===== src/sv/ihex_pkg.sv =====
// ----------------------------------------------------------------------------
// Intel HEX loader package
// Shared codes, character constants and decode helpers for the loader.
// ----------------------------------------------------------------------------
package ihex_pkg;

  typedef enum logic [1:0] {
    RUN_AWAIT = 2'd0,
    RUN_IN    = 2'd1,
    RUN_DONE  = 2'd2,
    RUN_HALT  = 2'd3
  } run_e;

  typedef enum logic [1:0] {
    KIND_WRITE = 2'd0,
    KIND_OK    = 2'd1,
    KIND_END   = 2'd2,
    KIND_ERR   = 2'd3
  } kind_e;

  typedef enum logic [1:0] {
    ERR_NONE     = 2'd0,
    ERR_NO_COLON = 2'd1,
    ERR_CHECKSUM = 2'd2,
    ERR_BAD_HEX  = 2'd3
  } err_e;

  localparam logic [7:0] CHAR_COLON = 8'h3A;
  localparam logic [7:0] CHAR_SPACE = 8'h20;
  localparam logic [7:0] CHAR_TAB   = 8'h09;
  localparam logic [7:0] CHAR_CR    = 8'h0D;

  // Header bytes before the data: count, address high, address low, type.
  localparam int unsigned HDR_BYTES = 4;

  // Bit 4 set means the character is not a hex digit.
  function automatic logic [4:0] hex_value(input logic [7:0] c);
    logic [4:0] v;
    v = 5'h10;
    if (c >= 8'h30 && c <= 8'h39) begin
      v = 5'(c - 8'h30);
    end else if (c >= 8'h41 && c <= 8'h46) begin
      v = 5'(c - 8'h37);
    end else if (c >= 8'h61 && c <= 8'h66) begin
      v = 5'(c - 8'h57);
    end
    return v;
  endfunction

  // Space, or tab through carriage return.
  function automatic logic is_blank(input logic [7:0] c);
    return (c == CHAR_SPACE) || (c >= CHAR_TAB && c <= CHAR_CR);
  endfunction

endpackage


===== src/sv/ihex_if.sv =====
// ----------------------------------------------------------------------------
// Intel HEX loader channels
// Valid/ready channels for the character stream and for the result stream.
// ----------------------------------------------------------------------------
interface ihex_char_if;
  logic       valid;
  logic       ready;
  logic [7:0] char_in;

  modport source (output valid, output char_in, input ready);
  modport sink   (input valid, input char_in, output ready);
endinterface

interface ihex_res_if #(
  parameter int unsigned ADDR_BITS = 16,
  parameter int unsigned LINE_BITS = 16
);
  logic                 valid;
  logic                 ready;
  logic [1:0]           out_kind;
  logic [ADDR_BITS-1:0] write_addr;
  logic [7:0]           write_data;
  logic [1:0]           err_code;
  logic [LINE_BITS-1:0] line_no;
  logic [ADDR_BITS:0]   end_addr;

  modport source (output valid, output out_kind, output write_addr, output write_data,
                  output err_code, output line_no, output end_addr, input ready);
  modport sink   (input valid, input out_kind, input write_addr, input write_data,
                  input err_code, input line_no, input end_addr, output ready);
endinterface


===== src/sv/ihex_in_stage.sv =====
// ----------------------------------------------------------------------------
// Intel HEX loader input stage
// Registers one character and hands it to the parser when it may advance.
// ----------------------------------------------------------------------------
module ihex_in_stage
  import ihex_pkg::*;
(
  input  logic        clk_i,
  input  logic        rst_ni,
  ihex_char_if.sink   char_i,
  input  logic        advance_i,
  output logic        vld_o,
  output logic [7:0]  char_o
);

  logic       vld_q, vld_d;
  logic [7:0] char_q;
  logic       take;

  // The register may be refilled in the same cycle its item moves on.
  assign char_i.ready = !vld_q || advance_i;
  assign take         = char_i.valid && char_i.ready;

  always_comb begin
    vld_d = vld_q;
    if (take) begin
      vld_d = 1'b1;
    end else if (advance_i) begin
      vld_d = 1'b0;
    end
  end

  always_ff @(posedge clk_i or negedge rst_ni) begin
    if (!rst_ni) begin
      vld_q <= 1'b0;
    end else begin
      vld_q <= vld_d;
    end
  end

  always_ff @(posedge clk_i) begin
    if (take) begin
      char_q <= char_i.char_in;
    end
  end

  assign vld_o  = vld_q;
  assign char_o = char_q;

endmodule


===== src/sv/ihex_parse.sv =====
// ----------------------------------------------------------------------------
// Intel HEX loader parser
// Record state and the decode of one character into at most one result.
// ----------------------------------------------------------------------------
module ihex_parse
  import ihex_pkg::*;
#(
  parameter int unsigned ADDR_BITS = 16,
  parameter int unsigned LINE_BITS = 16
) (
  input  logic                 clk_i,
  input  logic                 rst_ni,
  input  logic                 step_i,
  input  logic [7:0]           char_i,
  output logic                 res_vld_o,
  output kind_e                kind_o,
  output logic [ADDR_BITS-1:0] addr_o,
  output logic [7:0]           data_o,
  output err_e                 err_o,
  output logic [LINE_BITS-1:0] line_o,
  output logic [ADDR_BITS:0]   end_o
);

  localparam logic [ADDR_BITS:0] END_CAP = {1'b1, {ADDR_BITS{1'b0}}};

  run_e                 run_q, run_d;
  logic [9:0]           pos_q, pos_d;
  logic [7:0]           cnt_q, cnt_d;
  logic [ADDR_BITS-1:0] addr_q, addr_d;
  logic [3:0]           type_q, type_d;
  logic [7:0]           sum_q, sum_d;
  logic [3:0]           hi_q, hi_d;
  logic [LINE_BITS-1:0] line_q, line_d;
  logic [ADDR_BITS:0]   hend_q, hend_d;

  logic [4:0]           digit;
  logic [7:0]           byte_val;
  logic [8:0]           idx;
  logic [8:0]           data_idx;
  logic [ADDR_BITS+7:0] addr_hi_ext;
  logic [ADDR_BITS:0]   rec_end;

  assign digit       = hex_value(char_i);
  assign byte_val    = {hi_q, digit[3:0]};
  assign idx         = pos_q[9:1];
  assign data_idx    = idx - 9'(HDR_BYTES);
  assign addr_hi_ext = (ADDR_BITS + 8)'(byte_val) << 8;
  assign rec_end     = (ADDR_BITS + 1)'(addr_q) + (ADDR_BITS + 1)'(cnt_q);

  always_comb begin
    run_d     = run_q;
    pos_d     = pos_q;
    cnt_d     = cnt_q;
    addr_d    = addr_q;
    type_d    = type_q;
    sum_d     = sum_q;
    hi_d      = hi_q;
    line_d    = line_q;
    hend_d    = hend_q;
    res_vld_o = 1'b0;
    kind_o    = KIND_WRITE;
    addr_o    = '0;
    data_o    = '0;
    err_o     = ERR_NONE;
    end_o     = '0;

    if (step_i) begin
      unique case (run_q)
        RUN_AWAIT: begin
          if (is_blank(char_i)) begin
            run_d = RUN_AWAIT;
          end else if (char_i == CHAR_COLON) begin
            run_d = RUN_IN;
            pos_d = '0;
            sum_d = '0;
          end else begin
            run_d     = RUN_HALT;
            res_vld_o = 1'b1;
            kind_o    = KIND_ERR;
            err_o     = ERR_NO_COLON;
          end
        end
        RUN_IN: begin
          if (digit[4]) begin
            run_d     = RUN_HALT;
            res_vld_o = 1'b1;
            kind_o    = KIND_ERR;
            err_o     = ERR_BAD_HEX;
          end else if (!pos_q[0]) begin
            hi_d  = digit[3:0];
            pos_d = pos_q + 10'd1;
          end else begin
            pos_d = pos_q + 10'd1;
            sum_d = sum_q + byte_val;
            if (idx == 9'd0) begin
              cnt_d = byte_val;
            end else if (idx == 9'd1) begin
              addr_d = addr_hi_ext[ADDR_BITS-1:0];
            end else if (idx == 9'd2) begin
              addr_d = addr_q | ADDR_BITS'(byte_val);
            end else if (idx == 9'd3) begin
              type_d = byte_val[3:0];
            end else if (idx < 9'(HDR_BYTES) + 9'(cnt_q)) begin
              res_vld_o = 1'b1;
              kind_o    = KIND_WRITE;
              addr_o    = addr_q + ADDR_BITS'(data_idx);
              data_o    = byte_val;
            end else begin
              // Checksum byte: the running sum including it must be zero.
              res_vld_o = 1'b1;
              if (sum_d != 8'd0) begin
                run_d  = RUN_HALT;
                kind_o = KIND_ERR;
                err_o  = ERR_CHECKSUM;
              end else if (type_q != 4'd0) begin
                run_d  = RUN_DONE;
                kind_o = KIND_END;
                end_o  = hend_q;
              end else begin
                run_d  = RUN_AWAIT;
                kind_o = KIND_OK;
                line_d = line_q + LINE_BITS'(1);
                if (rec_end > END_CAP) begin
                  if (END_CAP > hend_q) begin
                    hend_d = END_CAP;
                  end
                end else if (rec_end > hend_q) begin
                  hend_d = rec_end;
                end
              end
            end
          end
        end
        RUN_DONE, RUN_HALT: begin
          run_d = run_q;
        end
        default: begin
          run_d = run_q;
        end
      endcase
    end
  end

  assign line_o = line_q;

  always_ff @(posedge clk_i or negedge rst_ni) begin
    if (!rst_ni) begin
      run_q  <= RUN_AWAIT;
      pos_q  <= '0;
      cnt_q  <= '0;
      addr_q <= '0;
      type_q <= '0;
      sum_q  <= '0;
      hi_q   <= '0;
      line_q <= '0;
      hend_q <= '0;
    end else begin
      run_q  <= run_d;
      pos_q  <= pos_d;
      cnt_q  <= cnt_d;
      addr_q <= addr_d;
      type_q <= type_d;
      sum_q  <= sum_d;
      hi_q   <= hi_d;
      line_q <= line_d;
      hend_q <= hend_d;
    end
  end

endmodule


===== src/sv/intel_hex_record_loader.sv =====
// ----------------------------------------------------------------------------
// Intel HEX record loader
// Streams an Intel HEX file one character per item and issues byte writes,
// record completions, the final end result, or an error.
// ----------------------------------------------------------------------------
// Usage: char_i takes one ASCII character per item. res_o gives at most one
// result item per character: a data write with its address and byte, a
// record-ok, an end result carrying the highest end address, or an error.
// Characters that give no result (whitespace, ':', digits of the header)
// are consumed silently.
// A character reaches res_o through one input register and one result register.
// Throughput: one character per cycle while no result is held back by res_o.ready.
// While a result waits, the input register takes at most one more character.
// Stall: while res_o.ready is low and a result is held, the parser pauses
// and the input register fills, after which char_i.ready drops.
// Reset: all state clears and the loader waits for a ':'. After an end
// record or an error, further characters are taken and ignored until reset.
// ----------------------------------------------------------------------------
module intel_hex_record_loader
  import ihex_pkg::*;
#(
  parameter int unsigned ADDR_BITS = 16,
  parameter int unsigned LINE_BITS = 16
) (
  input  logic       clk_i,
  input  logic       rst_ni,
  ihex_char_if.sink  char_i,
  ihex_res_if.source res_o
);

  logic                 in_vld;
  logic [7:0]           in_char;
  logic                 advance;
  logic                 res_vld;
  kind_e                res_kind;
  logic [ADDR_BITS-1:0] res_addr;
  logic [7:0]           res_data;
  err_e                 res_err;
  logic [LINE_BITS-1:0] res_line;
  logic [ADDR_BITS:0]   res_end;

  logic                 out_vld_q, out_vld_d;
  logic                 out_free;
  kind_e                out_kind_q;
  logic [ADDR_BITS-1:0] out_addr_q;
  logic [7:0]           out_data_q;
  err_e                 out_err_q;
  logic [LINE_BITS-1:0] out_line_q;
  logic [ADDR_BITS:0]   out_end_q;

  assign out_free = !out_vld_q || res_o.ready;
  assign advance  = in_vld && out_free;

  ihex_in_stage u_in (
    .clk_i     (clk_i),
    .rst_ni    (rst_ni),
    .char_i    (char_i),
    .advance_i (advance),
    .vld_o     (in_vld),
    .char_o    (in_char)
  );

  ihex_parse #(
    .ADDR_BITS (ADDR_BITS),
    .LINE_BITS (LINE_BITS)
  ) u_parse (
    .clk_i     (clk_i),
    .rst_ni    (rst_ni),
    .step_i    (advance),
    .char_i    (in_char),
    .res_vld_o (res_vld),
    .kind_o    (res_kind),
    .addr_o    (res_addr),
    .data_o    (res_data),
    .err_o     (res_err),
    .line_o    (res_line),
    .end_o     (res_end)
  );

  always_comb begin
    out_vld_d = out_vld_q;
    if (out_free) begin
      out_vld_d = advance && res_vld;
    end
  end

  always_ff @(posedge clk_i or negedge rst_ni) begin
    if (!rst_ni) begin
      out_vld_q <= 1'b0;
    end else begin
      out_vld_q <= out_vld_d;
    end
  end

  always_ff @(posedge clk_i) begin
    if (advance && res_vld) begin
      out_kind_q <= res_kind;
      out_addr_q <= res_addr;
      out_data_q <= res_data;
      out_err_q  <= res_err;
      out_line_q <= res_line;
      out_end_q  <= res_end;
    end
  end

  assign res_o.valid      = out_vld_q;
  assign res_o.out_kind   = out_kind_q;
  assign res_o.write_addr = out_addr_q;
  assign res_o.write_data = out_data_q;
  assign res_o.err_code   = out_err_q;
  assign res_o.line_no    = out_line_q;
  assign res_o.end_addr   = out_end_q;

endmodule


===== src/flat_wrapper.sv =====
// flat-port wrapper written by rule: the top's interface ports become plain ports
module intel_hex_record_loader_flat import ihex_pkg::*;
#(
  parameter int unsigned ADDR_BITS = 16,
  parameter int unsigned LINE_BITS = 16
)
  (clk_i, rst_ni, char_i_valid, char_i_char_in, char_i_ready, res_o_valid, res_o_out_kind, res_o_write_addr, res_o_write_data, res_o_err_code, res_o_line_no, res_o_end_addr, res_o_ready);
  ihex_char_if char_i_i ();
  ihex_res_if #(.ADDR_BITS(ADDR_BITS), .LINE_BITS(LINE_BITS)) res_o_i ();
  input  logic clk_i;
  input  logic rst_ni;
  input wire logic [$bits(char_i_i.valid)-1:0] char_i_valid;
  input wire logic [$bits(char_i_i.char_in)-1:0] char_i_char_in;
  output wire logic [$bits(char_i_i.ready)-1:0] char_i_ready;
  output wire logic [$bits(res_o_i.valid)-1:0] res_o_valid;
  output wire logic [$bits(res_o_i.out_kind)-1:0] res_o_out_kind;
  output wire logic [$bits(res_o_i.write_addr)-1:0] res_o_write_addr;
  output wire logic [$bits(res_o_i.write_data)-1:0] res_o_write_data;
  output wire logic [$bits(res_o_i.err_code)-1:0] res_o_err_code;
  output wire logic [$bits(res_o_i.line_no)-1:0] res_o_line_no;
  output wire logic [$bits(res_o_i.end_addr)-1:0] res_o_end_addr;
  input wire logic [$bits(res_o_i.ready)-1:0] res_o_ready;
  assign char_i_i.valid = char_i_valid;
  assign char_i_i.char_in = char_i_char_in;
  assign char_i_ready = char_i_i.ready;
  assign res_o_valid = res_o_i.valid;
  assign res_o_out_kind = res_o_i.out_kind;
  assign res_o_write_addr = res_o_i.write_addr;
  assign res_o_write_data = res_o_i.write_data;
  assign res_o_err_code = res_o_i.err_code;
  assign res_o_line_no = res_o_i.line_no;
  assign res_o_end_addr = res_o_i.end_addr;
  assign res_o_i.ready = res_o_ready;
  intel_hex_record_loader #(.ADDR_BITS(ADDR_BITS), .LINE_BITS(LINE_BITS)) u_core (.clk_i(clk_i), .rst_ni(rst_ni), .char_i(char_i_i), .res_o(res_o_i));
endmodule

===== config.mk =====
export PLATFORM = sky130hd
export DESIGN_NAME = intel_hex_record_loader_flat
export DESIGN_NICKNAME = d
export VERILOG_FILES = /design/src/sv/ihex_pkg.sv /design/src/sv/ihex_if.sv /design/src/sv/ihex_in_stage.sv /design/src/sv/ihex_parse.sv /design/src/sv/intel_hex_record_loader.sv /design/src/flat_wrapper.sv
export SDC_FILE = /design/constraint.sdc
export NUM_CORES = 1
export LEC_CHECK = 0
export BUFFER_PORTS_ARGS = -buffer_cell sky130_fd_sc_hd__buf_2
export CORE_ASPECT_RATIO = 1.75
export CORE_MARGIN = 2
export CORE_UTILIZATION = 60
export DETAILED_ROUTE_END_ITERATION = 10
export PLACE_DENSITY = 0.8
export SYNTH_ARGS = -nofsm -noshare
export SYNTH_HDL_FRONTEND = slang
export SYNTH_HIERARCHICAL = 1
export SYNTH_SLANG_ARGS = --single-unit

===== constraint.sdc =====
create_clock -name clk_i -period 12.8 [get_ports clk_i]
set_input_delay 2.56 -clock clk_i [delete_from_list [all_inputs] [get_ports clk_i]]
set_output_delay 2.56 -clock clk_i [all_outputs]
set_load 0.01 [all_outputs]

Word-level counts from Yosys, hierarchy flattened
Cells that the tools add are included.

Input port bits: 12. Memories kept: 0. Flip-flop bits (word level): 156. Bits in latches: 0. Output and inout port bits: 63. ROM bits: 0. Bits in writable memories: 0.

Divide/modulo/power cells: 0. Reductions and logical operators: 32. $lt $le $gt $ge: 12. Add/sub/neg operators: 10. Eq/ne operators: 19. Shift operators: 0. $mul: 0. Mux-type cells: 64. Bitwise logic cells: 13.

Operators by type and width (count): 2-bit 2-to-1 mux (30); 17-bit 2-to-1 mux (3); 16-bit 2-to-1 mux (2); 8-bit 2-to-1 mux (4); 10-bit 2-to-1 mux (3); 10-bit case mux with 2 select lines (1); 9-bit by 2-bit equality test with 1-bit output, second input constant (2); 3-bit != test, second input constant (6); 16-bit by 8-bit adder with 17-bit output (1); 17-bit > comparator (1); 17-bit > comparator, first input constant (1); 17-bit > comparator, second input constant (1); 16-bit by 1-bit adder with 16-bit output, second input constant (1); 16-bit by 9-bit adder with 16-bit output (1); 8-bit by 6-bit equality test with 1-bit output, second input constant (2); 8-bit by 7-bit greater-or-equal comparator with 1-bit output, second input constant (2); 8-bit by 7-bit <= comparator with 1-bit output, second input constant (2); 16-bit by 8-bit bitwise OR with 16-bit output (1); 8-bit case mux with 2 select lines (1); 8-bit AND reduction (2); 5-bit 2-to-1 mux (3); 5-bit subtractor, second input constant (3); 1-bit 2-to-1 mux (13); 13-bit AND reduction (1); 32 further kinds (63).

Longest topological paths before layout
Word-level depth: 16. Depth in mapped cells: 19. Gate-level depth less buffers: 18.

Modules after synthesis
The synthesis kept the hierarchy.

Modules (own cells, without submodules): ihex_parse (cells an instance 719, times used 1, area an instance 6283.5 µm²); intel_hex_record_loader (cells an instance 67, times used 1, area an instance 1900.6 µm²); ihex_in_stage (cells an instance 12, times used 1, area an instance 294.0 µm²).

Least setup slack after synthesis
No wires, ideal clock.

Path kind: in2out. From: in res_o_ready. To: out char_i_ready. Setup slack: 7.256 ns. Data required time: 10.240 ns. Stages on the path: 3. Path buffers: 0. Arrival: 2.984 ns. Path through: nand2b_4 -> and2_4 -> nand2b_4.

Longest elaborated chain between the ends: 3.

Ends and longest elaborated chain: from (decl) (RTL line flat_wrapper.sv:22) `input wire logic [$bits(res_o_i.ready)-1:0] res_o_ready;`; 1-bit logical OR (RTL line intel_hex_record_loader.sv:51) `assign out_free = !out_vld_q || res_o.ready;`; 1-bit logical AND (RTL line intel_hex_record_loader.sv:52) `assign advance = in_vld && out_free;`; net u_core.advance (RTL line intel_hex_record_loader.sv:33) `logic advance;`; 1-bit logical OR (RTL line ihex_in_stage.sv:21) `assign char_i.ready = !vld_q || advance_i;`; to (decl) (RTL line flat_wrapper.sv:14) `output wire logic [$bits(char_i_i.ready)-1:0] char_i_ready;`.

The timed path passes the listed nets, and every way through them passes these cells.

Final worst setup path
From: reg u_core.u_in.char_q[0], in the netlist u_core/u_in/char_o[0]. To: reg u_core.u_parse.hend_q[14].

Longest elaborated chain between the ends: 9.

Ends and longest elaborated chain: from (decl) (RTL line ihex_in_stage.sv:17) `logic [7:0] char_q;`; from (signal assigned) (RTL line ihex_in_stage.sv:43) `char_q <= char_i.char_in;`; 8-bit by 7-bit greater-or-equal comparator with 1-bit output / 8-bit by 7-bit <= comparator with 1-bit output (equally long branches) (RTL line ihex_pkg.sv:44) `end else if (c >= 8'h61 && c <= 8'h66) begin`; 1-bit logical AND (RTL line ihex_pkg.sv:44); 5-bit 2-to-1 mux (RTL line ihex_pkg.sv:44); 5-bit 2-to-1 mux (RTL line ihex_pkg.sv:42) `end else if (c >= 8'h41 && c <= 8'h46) begin`; 5-bit 2-to-1 mux * (RTL line ihex_pkg.sv:40) `if (c >= 8'h30 && c <= 8'h39) begin`; net u_core.u_parse.digit[2] (RTL line ihex_parse.sv:36) `logic [4:0] digit;`; 8-bit adder * (RTL line ihex_parse.sv:94) `sum_d = sum_q + byte_val;`; 8-bit nonzero test * (RTL line ihex_parse.sv:111) `if (sum_d != 8'd0) begin`; 1-bit inverter (no line) *; 13-bit AND reduction (no line) *; to (signal assigned) (RTL line ihex_parse.sv:166) `hend_q <= hend_d;`; to (decl) (RTL line ihex_parse.sv:34) `logic [ADDR_BITS:0] hend_q, hend_d;`.

The timed path passes the listed nets; every way through them passes the cells marked *. A chain may end at the register's enable or synchronous reset.

==> flow_metrics.tcl <==
set metrics [dict create \
    fin_worst_skew_ns 0.0129 \
    place.gp.congestion 0.918 \
    drv_slew 0 \
    rsz0062_at_grt "false" \
    grt_util_all_layers_pct 28.0 \
    critPathArrivalTime_ns 6.20 \
    timing.slew.headroom_pct 10.9 \
    fin_cells 1058 \
    critical_path.reg2reg.endpoint "u_core/u_parse/hend_q[14]" \
    routed_wire_length_per_instance_um 18.9 \
    endpoint_kind_of_the_worst_setup_timing_path "flop" \
    route.antenna.remaining_nets 0 \
    hp-class "reg -> reg" \
    vias 6506 \
    worst_ir_drop_vdd_mv 0.108 \
    final.setup.worst_slack_ns 6.91 \
    dieWidth_um 93.9 \
    cts_hold_buf 0 \
    design.die.area_mm2 0.0151 \
    wirelength_um 20000 \
    cts_tree "built" \
    synth_top_area_share_pct 25.7 \
    p_leak_nw 4.21 \
    reg2regPathDepth 18 \
    post-synth-top-count-cell "dfrtp_1" \
    synthCells 798 \
    postCtsResizedCells 0 \
    remaining_drc_errors 0 \
    cp.required_ns 13.10 \
    timing_worst_slew_pin_value_ns 1.32 \
    clk-insertion-delay-late_ns 0.43 \
    crit_chain "inv_1 > ha_1 > nor3b_1 > a311oi_2 > a21oi_1 > nor2_1 > a31oi_1 > inv_1 > ha_1 > a211oi_1 > a21oi_1 > o41ai_1 > xnor2_1 > xnor2_1 > nand3b_1 > nor2_1 > mux2_4 > mux2_4" \
    timing.setup.tns_ns 0 \
    detailed_place.area_mm2 0.00900 \
    status "finished, final reports clean" \
    final_nets 944 \
    hold_violations 0 \
    first_pass_grt_wire_length_um 33000 \
    worst_path_max_delay_cell "nor2_1" \
    die-height_um 161 \
    start_kind "flop" \
    num_io_pins 75 \
    timing.critical_path.fanout_max 14 \
    synth-main-ff-cell "dfrtp_1" \
    post_route_cells_drive_above_1_share_pct 15.1 \
    core-area_mm2 0.0138 \
    buffer_ports.inserted 74 \
    hold_path_startpoint "u_core/u_parse/line_o[7]" \
    cts-htree-levels 4 \
    detailedRoute.firstPassIterationCount 5 \
    synth_async_sr_flop_share_pct 55.8 \
    fin_area_mm2 0.00957 \
    critical_path.n_buffers_inverters 2 \
    max_freq_mhz 170 \
    sequential_fraction_of_the_synthesis_area_pct 50.1 \
    route.detailed.vias_per_inst 6.15 \
    synth_top_cells_by_count "dfrtp_1 (87), edfxtp_1 (69), nand2_1 (68)" \
    critical_path_class "reg -> reg" \
    final.min_clock_period_ns 5.89 \
    post-synth-top-area-cell "dfrtp_1" \
    holdPathEnd "u_core/res_o.line_no[7]" \
    cts.reportedPaths.clkPinSlew_ns 0.06 \
    netlist-cell-type-count 68 \
    number_of_post_cts_setup_repair_buffers 0 \
    post_synth.cell_area_avg_um2 10.6 \
    power_density_mw_per_mm2 120 \
    floorplan.initialDensity_pct 61.3 \
    syn_to_final_growth_pct 12.9 \
    grt_antenna_before_repair 0 \
    netlist_area_mm2 0.00848 \
    grt_max_degree 70 \
    first_global_vias 6813 \
    final-setup-viol-count 0 \
    post-place-ws_ns 7.01 \
    critical_path.max_stage_delay_ns 0.80 \
    yosysWarningCount 6 \
    ctsRootBufferMaster "clkbuf_16" \
    count_of_placed_standard_cells_including_taps 1026 \
    dpl.hpwl_um 14700 \
    critPathTopFamily "compound AO/OA/AOI/OAI gates" \
    drv.max_cap_violation_count 0 \
    clock_sink_count 156 \
    postSynthNetCount 874 \
    tcrit_tclk_final_pct 46.0 \
    synth_top_cells_by_area "dfrtp_1 (26%), edfxtp_1 (24%), ha_1 (9.0%)" \
    rows 57 \
    drt_iter0_markers 362 \
    hold-path-cell-count 0 \
    tritoncts.num_buffers 17 \
    clock_tree.buffer_depth 2 \
    antenna_cells_inserted 0 \
    minimum_setup_slack_among_reg_to_reg_paths_ns 6.91 \
    count_of_flip_flops_with_a_built_in_enable_after_synthesis 69 \
    total_overflow_reported_by_the_global_router 0 \
    r2r_start "u_core/u_in/char_o[0]" \
    total_of_flip_flops_plus_latches_after_synthesis 156 \
    final_hold_slack_ns 0.497 \
]
[state kept, by name, summed over array words and instances (netlist names), 4 cells and up]
name and count:
u_core/u_parse/line_o 16, u_core/u_parse/sum_q 8, u_core/u_parse/type_q 4, u_core/u_parse/cnt_q 8
u_core/u_parse/hend_q 17, u_core/res_o.end_addr 17, u_core/u_parse/pos_q 10, u_core/u_in/char_o 8
u_core/res_o.write_data 8, u_core/res_o.line_no 16, u_core/res_o.write_addr 16, u_core/u_parse/hi_q 4
u_core/u_parse/addr_q 16
[layer usage]
metal / part of all wire, % / vias to the layer above / track usage, %
li1: - / 3043 / -
met1: 35 / 3156 / 29.2
met2: 55 / 234 / 51.7
met3: 4.2 / 73 / 4.52
met4: 5.6 / 0 / 16.0
met5: 0 / - / 0
[worst reg2reg max path: stages (launching register included)]
cell	delay, ns
edfxtp_1	0.51
inv_1	0.13
ha_1	0.24
nor3b_1	0.41
a311oi_2	0.14
a21oi_1	0.19
nor2_1	0.05
a31oi_1	0.47
inv_1	0.21
ha_1	0.37
a211oi_1	0.27
a21oi_1	0.15
o41ai_1	0.32
xnor2_1	0.19
xnor2_1	0.41
nand3b_1	0.24
nor2_1	0.80
mux2_4	0.36
mux2_4	0.30
[placed cells by master (no fill, tap or decap), types with 12 or more instances in the layout]
master and instances:
inv_1 46, and3_1 18, a22oi_1 14, nand4_1 12, edfxtp_1 69, nand3_1 31
nor2_1 57, o21ai_0 59, ha_1 61, xnor2_1 32, a21oi_1 35, dfrtp_1 87
o2bb2ai_1 13, buf_2 73, nand2_1 68, a21o_1 12, xor2_1 25, nor4_1 21
clkbuf_16 17
[cell families after synthesis]
family | Yosys count | synth area share (%)
simple gates | 266 | 16.2
compound gates | 175 | 13.7
flops | 156 | 50.1
buf+inv | 73 | 3.26
fa+ha+maj | 64 | 9.71
xor+xnor | 58 | 6.08
mux | 6 | 0.945
[layout make-up]
| class | instances | area (um^2) |
|---|---|---|
| fill | 1022 | 4260 |
| sequential | 156 | 4250 |
| multi-input combinational | 569 | 3960 |
| clock buffer | 17 | 425 |
| timing repair buffer | 78 | 403 |
| tap | 177 | 221 |
| inverter | 46 | 173 |
| clock inverter | 15 | 141 |
[power by group]
part,internal [mW],switching (mW)
Combinational,0.0341,0.0670
Clock,0.269,0.211
Sequential,0.551,0.0206
[how the worst max path moves through the flow]
stage	slack (ns)	startpoint	to	cells after the start
6_report	6.91	u_core/u_in/char_o[0]	u_core/u_parse/hend_q[14]	18
5_1_grt	6.51	u_core/u_in/char_o[0]	u_core/u_parse/hend_q[14]	18
4_1_cts	7.01	res_o_ready	char_i_ready	5
3_5_place_dp	7.01	res_o_ready	char_i_ready	5
3_3_place_gp	7.03	res_o_ready	char_i_ready	5
2_1_floorplan	7.26	res_o_ready	char_i_ready	3
[through the flow]
stage	util [%]	power, mW
floorplan	-	0.639
global placement	65.1	0.675
detailed placement	65.1	0.681
CTS	69.2	1.16
global route	69.2	1.19
finish	69.2	1.15
Power figures use the tool's default switching activity.
